File: src/sv/rrpp_pkg.sv
// shared types and constants for the round-robin process picker
`timescale 1ns / 1ps

package rrpp_pkg;

  // default slot count
  localparam int NUM_SLOTS_DEF = 16;

  // field widths
  localparam int PID_W   = 4;
  localparam int STATE_W = 2;

  // slot state codes
  localparam logic [STATE_W-1:0] ST_COLD    = 2'd0;
  localparam logic [STATE_W-1:0] ST_READY   = 2'd1;
  localparam logic [STATE_W-1:0] ST_RUNNING = 2'd2;
  localparam logic [STATE_W-1:0] ST_EXITED  = 2'd3;

  // operation codes
  localparam logic OP_WRITE = 1'b0;
  localparam logic OP_SCHED = 1'b1;

  // policy codes
  localparam logic POL_ROUND_ROBIN = 1'b0;

  // controller to datapath commands
  typedef struct packed {
    logic latch;
    logic sweep;
    logic commit;
  } cmd_t;

  // datapath to controller status
  typedef struct packed {
    logic out_valid;
  } status_t;

endpackage

File: src/sv/rrpp_ctrl.sv
// controller state machine for the round-robin process picker
`timescale 1ns / 1ps

module rrpp_ctrl (
  input  logic             clk,
  input  logic             rst,
  input  logic             in_valid,
  input  logic             in_op,
  input  logic             out_ready,
  input  rrpp_pkg::status_t status,
  output logic             in_ready,
  output rrpp_pkg::cmd_t   cmd
);

  localparam logic [1:0] S_IDLE   = 2'd0;
  localparam logic [1:0] S_SWEEP  = 2'd1;
  localparam logic [1:0] S_COMMIT = 2'd2;

  logic [1:0] state;
  logic [1:0] state_next;
  logic       out_free;

  // the result register can take a new result
  assign out_free = !status.out_valid || out_ready;
  assign in_ready = (state == S_IDLE);

  // next state and commands
  always_comb begin
    state_next = state;
    cmd        = '0;
    unique case (state)
      S_IDLE: begin
        if (in_valid) begin
          cmd.latch  = 1'b1;
          state_next = (in_op == rrpp_pkg::OP_SCHED) ? S_SWEEP : S_COMMIT;
        end
      end
      S_SWEEP: begin
        cmd.sweep  = 1'b1;
        state_next = S_COMMIT;
      end
      S_COMMIT: begin
        if (out_free) begin
          cmd.commit = 1'b1;
          state_next = S_IDLE;
        end
      end
      default: begin
        state_next = S_IDLE;
      end
    endcase
  end

  // state register
  always_ff @(posedge clk) begin
    if (rst) begin
      state <= S_IDLE;
    end else begin
      state <= state_next;
    end
  end

endmodule

File: src/sv/rrpp_dp.sv
// slot table, search and result register for the round-robin process picker
`timescale 1ns / 1ps

module rrpp_dp #(
  parameter int NUM_SLOTS = rrpp_pkg::NUM_SLOTS_DEF
) (
  input  logic                         clk,
  input  logic                         rst,
  input  rrpp_pkg::cmd_t               cmd,
  input  logic                         policy,
  input  logic                         operation,
  input  logic [rrpp_pkg::PID_W-1:0]   slot_id,
  input  logic [rrpp_pkg::STATE_W-1:0] new_state,
  input  logic                         out_ready,
  output rrpp_pkg::status_t            status,
  output logic                         out_valid,
  output logic [rrpp_pkg::PID_W-1:0]   next_pid,
  output logic                         found,
  output logic                         previous_alive
);

  localparam int SLOT_W  = $clog2(NUM_SLOTS);
  localparam int START_N = (1 << rrpp_pkg::PID_W) + 1;

  logic [rrpp_pkg::STATE_W-1:0] slot_state [NUM_SLOTS];

  // latched item
  logic                         item_op;
  logic [rrpp_pkg::PID_W-1:0]   item_sid;
  logic [rrpp_pkg::STATE_W-1:0] item_ns;

  // sweep results
  logic [NUM_SLOTS-1:0] search_vec;
  logic [SLOT_W-1:0]    search_start;
  logic                 alive_q;

  logic [NUM_SLOTS-1:0]   ready_clean;
  logic [NUM_SLOTS-1:0]   ready_rev;
  logic [2*NUM_SLOTS-1:0] ready_dbl;
  logic [2*NUM_SLOTS-1:0] ready_shift;
  logic [rrpp_pkg::PID_W:0] cur_plus1;
  logic [SLOT_W-1:0]      start;
  logic [SLOT_W-1:0]      sid_idx;
  logic                   sid_in_range;
  logic                   alive_next;

  logic [SLOT_W-1:0] off;
  logic              any_ready;
  logic [SLOT_W:0]   rr_sum;
  logic [SLOT_W-1:0] pick;

  assign sid_idx      = SLOT_W'(item_sid);
  assign sid_in_range = 32'(item_sid) < NUM_SLOTS;

  // ready set as it stands after exit cleanup
  always_comb begin
    for (int k = 0; k < NUM_SLOTS; k++) begin
      ready_clean[k] = (slot_state[k] == rrpp_pkg::ST_READY) ||
                       (slot_state[k] == rrpp_pkg::ST_RUNNING);
      ready_rev[k]   = (slot_state[NUM_SLOTS-1-k] == rrpp_pkg::ST_READY) ||
                       (slot_state[NUM_SLOTS-1-k] == rrpp_pkg::ST_RUNNING);
    end
  end

  // round-robin start slot, (current + 1) mod slot count, as a small table
  assign cur_plus1 = {1'b0, item_sid} + 1'b1;
  always_comb begin
    start = '0;
    for (int v = 0; v < START_N; v++) begin
      if (32'(cur_plus1) == v) begin
        start = SLOT_W'(v % NUM_SLOTS);
      end
    end
  end

  // rotate so that the start slot lands on bit zero
  assign ready_dbl   = {ready_clean, ready_clean};
  assign ready_shift = ready_dbl >> start;
  assign alive_next  = sid_in_range &&
                       ((slot_state[sid_idx] == rrpp_pkg::ST_READY) ||
                        (slot_state[sid_idx] == rrpp_pkg::ST_RUNNING));

  // lowest set bit of the search vector
  always_comb begin
    off = '0;
    for (int k = NUM_SLOTS - 1; k >= 0; k--) begin
      if (search_vec[k]) begin
        off = SLOT_W'(k);
      end
    end
  end
  assign any_ready = |search_vec;

  // map the offset back to a slot number
  assign rr_sum = {1'b0, search_start} + {1'b0, off};
  always_comb begin
    if (policy != rrpp_pkg::POL_ROUND_ROBIN) begin
      pick = SLOT_W'(NUM_SLOTS - 1) - off;
    end else if (32'(rr_sum) >= NUM_SLOTS) begin
      pick = SLOT_W'(32'(rr_sum) - NUM_SLOTS);
    end else begin
      pick = rr_sum[SLOT_W-1:0];
    end
  end

  // item latch and sweep registers
  always_ff @(posedge clk) begin
    if (cmd.latch) begin
      item_op  <= operation;
      item_sid <= slot_id;
      item_ns  <= new_state;
    end
    if (cmd.sweep) begin
      search_vec   <= (policy != rrpp_pkg::POL_ROUND_ROBIN) ?
                      ready_rev : ready_shift[NUM_SLOTS-1:0];
      search_start <= start;
      alive_q      <= alive_next;
    end
  end

  // slot table: cleanup on sweep, write or pick on commit
  always_ff @(posedge clk) begin
    if (rst) begin
      for (int k = 0; k < NUM_SLOTS; k++) begin
        slot_state[k] <= rrpp_pkg::ST_COLD;
      end
    end else if (cmd.sweep) begin
      for (int k = 0; k < NUM_SLOTS; k++) begin
        if (slot_state[k] == rrpp_pkg::ST_EXITED) begin
          slot_state[k] <= rrpp_pkg::ST_COLD;
        end else if (slot_state[k] == rrpp_pkg::ST_RUNNING) begin
          slot_state[k] <= rrpp_pkg::ST_READY;
        end
      end
    end else if (cmd.commit) begin
      if (item_op == rrpp_pkg::OP_WRITE) begin
        if (sid_in_range) begin
          slot_state[sid_idx] <= item_ns;
        end
      end else if (any_ready) begin
        slot_state[pick] <= rrpp_pkg::ST_RUNNING;
      end
    end
  end

  // result register, valid flag
  always_ff @(posedge clk) begin
    if (rst) begin
      out_valid <= 1'b0;
    end else if (cmd.commit) begin
      out_valid <= 1'b1;
    end else if (out_ready) begin
      out_valid <= 1'b0;
    end
  end

  // result register, payload
  always_ff @(posedge clk) begin
    if (cmd.commit) begin
      if (item_op == rrpp_pkg::OP_SCHED) begin
        next_pid       <= any_ready ? rrpp_pkg::PID_W'(pick) : '0;
        found          <= any_ready;
        previous_alive <= alive_q;
      end else begin
        next_pid       <= '0;
        found          <= 1'b0;
        previous_alive <= 1'b0;
      end
    end
  end

  assign status.out_valid = out_valid;

endmodule

File: src/sv/round_robin_process_picker.sv
// top level of the round-robin process picker
//
//   channel  | signals                                           | direction
//   ---------+---------------------------------------------------+----------
//   config   | psel penable pwrite paddr pwdata prdata pready    | in / out
//   item     | in_valid in_ready operation slot_id new_state     | in
//   result   | out_valid out_ready next_pid found previous_alive | out
//
// a write item steps through transfer and commit, a schedule item through transfer,
// sweep of the slot table and commit; the result register is loaded at commit
// one item is in flight at a time; a new item transfers while a result waits
// commit holds while the result register is full and not being taken
// reset (synchronous) clears every slot to cold and the policy to round robin
`timescale 1ns / 1ps

module round_robin_process_picker #(
  parameter int NUM_SLOTS = rrpp_pkg::NUM_SLOTS_DEF
) (
  input  logic                         clk,
  input  logic                         rst,
  input  logic                         psel,
  input  logic                         penable,
  input  logic                         pwrite,
  input  logic [2:0]                   paddr,
  input  logic [31:0]                  pwdata,
  output logic [31:0]                  prdata,
  output logic                         pready,
  input  logic                         in_valid,
  output logic                         in_ready,
  input  logic                         operation,
  input  logic [rrpp_pkg::PID_W-1:0]   slot_id,
  input  logic [rrpp_pkg::STATE_W-1:0] new_state,
  output logic                         out_valid,
  input  logic                         out_ready,
  output logic [rrpp_pkg::PID_W-1:0]   next_pid,
  output logic                         found,
  output logic                         previous_alive
);

  localparam logic ADDR_POLICY = 1'b0;

  logic              policy;
  rrpp_pkg::cmd_t    cmd;
  rrpp_pkg::status_t status;

  // configuration register
  assign pready = 1'b1;
  assign prdata = (paddr[2] == ADDR_POLICY) ? {31'b0, policy} : 32'b0;

  always_ff @(posedge clk) begin
    if (rst) begin
      policy <= rrpp_pkg::POL_ROUND_ROBIN;
    end else if (psel && penable && pwrite && pready && (paddr[2] == ADDR_POLICY)) begin
      policy <= pwdata[0];
    end
  end

  // controller
  rrpp_ctrl u_ctrl (
    .clk       (clk),
    .rst       (rst),
    .in_valid  (in_valid),
    .in_op     (operation),
    .out_ready (out_ready),
    .status    (status),
    .in_ready  (in_ready),
    .cmd       (cmd)
  );

  // datapath
  rrpp_dp #(
    .NUM_SLOTS (NUM_SLOTS)
  ) u_dp (
    .clk            (clk),
    .rst            (rst),
    .cmd            (cmd),
    .policy         (policy),
    .operation      (operation),
    .slot_id        (slot_id),
    .new_state      (new_state),
    .out_ready      (out_ready),
    .status         (status),
    .out_valid      (out_valid),
    .next_pid       (next_pid),
    .found          (found),
    .previous_alive (previous_alive)
  );

`ifndef SYNTH
  // one item at a time
  a_single_item: assert property (@(posedge clk) disable iff (rst)
    in_valid && in_ready |=> !in_ready)
    else $error("item transfer while another item is in flight");

  // a sweep is always followed by its commit step
  a_sweep_commit: assert property (@(posedge clk) disable iff (rst)
    cmd.sweep |=> !cmd.sweep && !cmd.latch)
    else $error("sweep not followed by commit");

  // commit never overwrites a result that is still waiting
  a_no_overwrite: assert property (@(posedge clk) disable iff (rst)
    cmd.commit |-> !out_valid || out_ready)
    else $error("result overwritten");

  // no slot chosen means a zero pid
  a_zero_pid: assert property (@(posedge clk) disable iff (rst)
    out_valid && !found |-> next_pid == '0)
    else $error("non-zero pid without a chosen slot");
`endif

endmodule

File: config.mk
export PLATFORM = sky130hd
export DESIGN_NAME = round_robin_process_picker
export DESIGN_NICKNAME = d
export VERILOG_FILES = /design/src/sv/rrpp_pkg.sv /design/src/sv/rrpp_ctrl.sv /design/src/sv/rrpp_dp.sv /design/src/sv/round_robin_process_picker.sv
export SDC_FILE = /design/constraint.sdc
export NUM_CORES = 1
export LEC_CHECK = 0
export BUFFER_PORTS_ARGS = -buffer_cell sky130_fd_sc_hd__buf_2
export CORE_AREA = 10 10 122 124
export DETAILED_ROUTE_END_ITERATION = 16
export DIE_AREA = 0 0 132 134
export PLACE_DENSITY = 0.71
export SYNTH_ARGS = -nofsm -noshare
export SYNTH_HDL_FRONTEND = slang
export SYNTH_HIERARCHICAL = 1
export SYNTH_SLANG_ARGS = --single-unit
File: constraint.sdc
create_clock -name clk -period 3.6 [get_ports clk]
set_input_delay 0.54 -clock clk [delete_from_list [all_inputs] [get_ports clk]]
set_output_delay 0.54 -clock clk [all_outputs]
set_load 0.1 [all_outputs]
* Word-level counts from Yosys, hierarchy flattened
Memory sizes are Yosys's and may differ from the RTL's. A register that Yosys moved wholly into a read port is not among the register bits.
Cells that the tools add are included.
** Cells by class
- Add/subtract/negate cells :: 4
- $lt $le $gt $ge :: 1
- Equal/unequal tests :: 70
- Shift operators :: 1
- Muxes and demuxes :: 243
- Bitwise logic cells :: 33
- Reduce and logical (&&, ||, !) cells :: 29
** Operator list (count)
- two-way mux 1 bit :: 168
- two-way mux 4 bit :: 30
- two-way mux 2 bit :: 39
- equality test 2 bit, second input constant :: 34
- equality test 5 x 4 -> 1 bit, second input constant :: 8
- equality test 2 x 1 -> 1 bit, second input constant :: 18
- OR 1 bit :: 32
- >> shifter 32 x 4 -> 16 bit :: 1
- equality test 5 x 3 -> 1 bit, second input constant :: 4
- logical OR 1 bit :: 18
- two-way mux 16 bit :: 1
- OR reduction 16 bit :: 1
- two-way mux 3 bit :: 4
- equality test 5 x 2 -> 1 bit, second input constant :: 2
- case mux 2 bit (3 select lines) :: 1
- adder 4 x 1 -> 5 bit, second input constant :: 1
- adder 4 x 4 -> 5 bit :: 1
- equality test 5 x 1 -> 1 bit, second input constant :: 1
- equality test 5 bit, second input constant :: 1
- greater-or-equal comparator 5 bit, second input constant :: 1
- AND reduction 2 bit :: 2
- OR reduction 2 bit :: 2
- subtractor 4 x 1 -> 4 bit, second input constant :: 1
- subtractor 4 bit, first input constant :: 1
- 7 further kinds :: 9
** Word-level totals
- Register bits after elaboration :: 38
- RAM bits :: 32
- Bits of input ports :: 49
- Output and inout port bits :: 41
- Word-level logic and storage cells :: 394
- Memories :: 1
** Memory list
- u_dp.slot_state :: words 16, bits a word 2, rd ports 17, clocked after Yosys merged registers in 1, write ports 16, line rrpp_dp.sv:25 : logic [rrpp_pkg::STATE_W-1:0] slot_state [NUM_SLOTS];

* Logic depth before layout (Yosys ltp)
- Depth in word-level cells :: 21
- Depth in mapped cells :: 13
- Gate-level depth less buffers :: 13

* Hierarchy
Netlist, hierarchy kept.
** Modules (own cells, without submodules)
- rrpp_dp :: instances 1, cells an instance 446, area each 5083.6 µm², seq. area each 2082.0 µm²
- round_robin_process_picker :: instances 1, cells an instance 40, area each 309.0 µm², seq. area each 20.0 µm²
- rrpp_ctrl :: instances 1, cells an instance 11, area each 110.1 µm², seq. area each 40.0 µm²

* Worst setup path before layout
No wires, ideal clock.
- Path kind :: reg-to-reg
- Start :: register u_dp.out_valid
- End :: memory u_dp/slot_state[14][0] (netlist name), enable pin
- Library setup time :: 344 ps
- Data arrival time :: 3382 ps
- Required time :: 3256 ps
- Slack :: -126 ps
- Cell stages (with the launch flop) :: 11
- Path buffers :: 3
- Clock period less this slack :: 3726 ps
- Cells stage by stage :: dfxtp_1 buf_4 nor2b_1 nor3b_1 nor3b_4 o211ai_1 or3_1 and3_1 buf_6 buf_6 o311ai_1
** RTL lines
- start: declaration :: line rrpp_dp.sv:16 : output logic out_valid,
- start signal: assignment :: line rrpp_dp.sv:149 : out_valid <= 1'b0;
- start signal: assignment :: line rrpp_dp.sv:151 : out_valid <= 1'b1;
- start signal: assignment :: line rrpp_dp.sv:153 : out_valid <= 1'b0;
- end: declaration :: line rrpp_dp.sv:25

==> results.json <==
{
  "cp_common_cell": "a21oi_1",
  "seq_area_um2": 2140,
  "r2r_slack_ns": 0.18,
  "nets": 614,
  "syn_area_per_cell_um2": 11.1,
  "status": "finished clean",
  "numCtsBuffers": 9,
  "grt_max_degree": 39,
  "finalSetupViolCount": 0,
  "synth_ff_type": "edfxtp_1",
  "cp.depth": 10,
  "gp_congestion": 0.913,
  "hold_buffers": 0,
  "route.detailed.drc": 0,
  "slew_headroom": 0.206,
  "worst_slack_ns": 0.178,
  "antenna_found_initial": 0,
  "dr.pass1.iters": 5,
  "ioPinCount": 90,
  "synth_enable_flop_cells": 66,
  "postRouteAntennaNets": 0,
  "nFillCells": 1104,
  "crit_chain": "or4_1 > a21oi_1 > nor2_1 > ha_1 > a21oi_1 > a21oi_1 > or3_1 > and3_2 > buf_4 > o311ai_2",
  "die_area_um2": 17700,
  "ys_async_sr_fraction": 0,
  "cpPeakStageDelay_ns": 0.57,
  "yosys.area.top_type": "edfxtp_1",
  "cts_tree": "done",
  "die_w_um": 132,
  "yosys_warnings": 6,
  "p_per_area_nw_per_um2": 452,
  "placed_area_um2": 5760,
  "pre_cts_slack_ns": 0.00480,
  "power.leakage_nw": 2.42,
  "synth_seq_cells": 74,
  "portBuffers": 24,
  "coreArea_um2": 12500,
  "finalClockSkew_ns": 0.00997,
  "h-tree-depth": 3,
  "area_growth_pct": 12.0,
  "clockBufferDepth": 2,
  "worstSkewPairLatency_ns": 0.33,
  "stdcell_area_um2": 6160,
  "syn-cell-area_um2": 5500,
  "rr_startpoint": "u_dp/search_vec[12]",
  "synth_xor_area_frac": 0.00477,
  "synth_top_area_frac": 0.360,
  "drt_iter0_drc": 486,
  "cp-start-kind": "register",
  "fin_crit_sh": 0.951,
  "clock-sinks": 74,
  "crit_slowest_cell": "or4_1",
  "wl_mm": 13.0,
  "mostFrequentLayoutCell": "mux2i_1",
  "holdPathEnd": "u_dp/item_ns[0]",
  "ys_top_cells_by_area": "edfxtp_1 (36%), mux2i_1 (15%), ha_1 (9.1%)",
  "slew_viol_final": 0,
  "synth_seq_area_share": 0.389,
  "rows": 41,
  "hpwl_mm": 9.66,
  "via_per_inst": 5.72,
  "routed-via-count": 4008,
  "antenna_cells": 0,
  "die_h_um": 134,
  "synthCells": 497,
  "crit_required_ns": 3.61,
  "critPathCaptureType": "register",
  "cp.arrival_ns": 3.43,
  "clock.fmax_mhz": 292,
  "grt_first_pass_wirelength_mm": 20.9,
  "cp_max_fo": 9,
  "grt_pass1_vias": 3914,
  "hold_class": "primary input to register",
  "drive_above_1_share": 0.195,
  "multi_input_area_um2": 3070,
  "criticalPathCategory": "register to register",
  "path_buf_inv": 1,
  "fin_crit_ns": 3.42,
  "wire_per_inst_um": 18.6,
  "hold_path_depth": 1,
  "initial_utilization": 0.441,
  "clkTransAtPathRegs_ns": 0.06,
  "grt.overflow.total": 0,
  "crit_family": "simple AND/OR/NAND/NOR gates",
  "layout_common_cells": "mux2i_1 (82), edfxtp_1 (66), ha_1 (40)",
  "cts-root-buf": "clkbuf_16",
  "maxCapViolCount": 0,
  "grtUsageTotal": 0.144,
  "synth_top_family_by_area": "multiplexers",
  "yosys.area_share.simple": 0.103,
  "finalHoldViolations": 0,
  "regToRegEndpoint": "u_dp/slot_state[10][1]",
  "vdd_drop_max_mv": 0.217,
  "synth_mux_area_frac": 0.192,
  "synthDistinctLibCells": 65,
  "rr_worst_depth": 10,
  "synth_compound_gate_area_share": 0.123,
  "hp-start": "new_state[0]",
  "synth-adder-area-share": 0.0946,
  "worst_pin_slew_ns": 1.19
}
-- sequential cells by signal, indices dropped and copies added, names as in the netlist, 2 cells and up, named ones only --
register           cells
u_dp/slot_state       32
u_dp/search_vec       16
u_dp/item_sid          4
u_dp/next_pid          4
u_dp/search_start      4
u_ctrl/state           2
u_dp/item_ns           2
-- per-layer routing --
| layer | track usage | wire [um] | vias to the layer above | share of wire |
|---|---|---|---|---|
| li1 | - | - | 1860 | - |
| met1 | 0.173 | 5430 | 1980 | 0.42 |
| met2 | 0.252 | 6570 | 144 | 0.50 |
| met3 | 0.0329 | 815 | 24 | 0.063 |
| met4 | 0.0396 | 221 | 0 | 0.017 |
| met5 | 0 | 0 | - | 0 |
-- report_power, final --
part	total (mW)	internal, mW	switching [mW]
clock	0.962	0.625	0.338
combinational	0.765	0.245	0.520
sequential	1.06	1.01	0.0524
total	2.79	1.88	0.910
-- Yosys cell counts (all sizes together) (2+ instances only) --
master  count
nand3       5
or2         2
or4         4
a221oi      2
o21ai      29
nor3b       2
clkbuf     11
mux2i      82
a21oi       8
buf        48
nand2      21
inv        30
xnor2       2
ha         40
a31oi       5
a211oi      2
nor4        4
o31a        2
nor3       21
edfxtp     66
o31ai      14
and2        4
o311ai     16
mux4       10
nor2b       4
or3         2
a32o        2
nand2b      4
dfxtp       8
and3        3
nor2       24
conb        2
a211o       2
-- cells by family after synthesis --
| kind of cell | after synthesis |
|---|---|
| adder cells (fa/ha/maj) | 41 |
| AND/OR/NAND/NOR | 105 |
| XOR/XNOR | 3 |
| multiplexers | 93 |
| buffers and inverters | 89 |
| AO/OA/AOI/OAI | 90 |
| other | 2 |
| flip-flops | 74 |
-- through the flow --
step	TNS (ns)	total power [mW]	hold WS, ns	cells	util
6_report	0	2.79	0.386	701	0.494
3_5_place_dp	0	1.81	0.518	685	0.462
5_1_grt	-0.00743	2.89	0.382	701	0.494
2_1_floorplan	0	1.68	0.457	527	-
4_1_cts	0	2.77	0.381	701	0.488
3_3_place_gp	0	1.80	0.494	685	0.462
-- final cells by class --
type,instances,share of cell area
multi-input combinational,364,0.498
sequential,74,0.348
timing repair buffer,45,0.0491
clock buffer,11,0.0394
tap,172,0.0349
inverter,30,0.0183
clock inverter,5,0.0126
-- how the worst max path moves through the flow --
stage                        start                      to  slack [ns]
2_1_floorplan       u_dp/out_valid  u_dp/slot_state[14][0]        0.15
3_3_place_gp   u_dp/search_vec[12]  u_dp/slot_state[14][0]        0.11
3_5_place_dp   u_dp/search_vec[14]   u_dp/slot_state[8][0]       0.005
4_1_cts        u_dp/search_vec[14]   u_dp/slot_state[2][0]        0.01
5_1_grt        u_dp/search_vec[12]  u_dp/slot_state[14][1]      -0.004
6_report       u_dp/search_vec[12]  u_dp/slot_state[10][1]        0.18
-- timing repair --
item / 4_1_cts / 5_1_grt
resized for setup: 1 / 19
endpoints found under the hold margin: 0 / 0
buffers inserted: 0 / 0
setup endpoints to repair: 2 / 32
No activity file was read; power rests on OpenSTA's default activity.
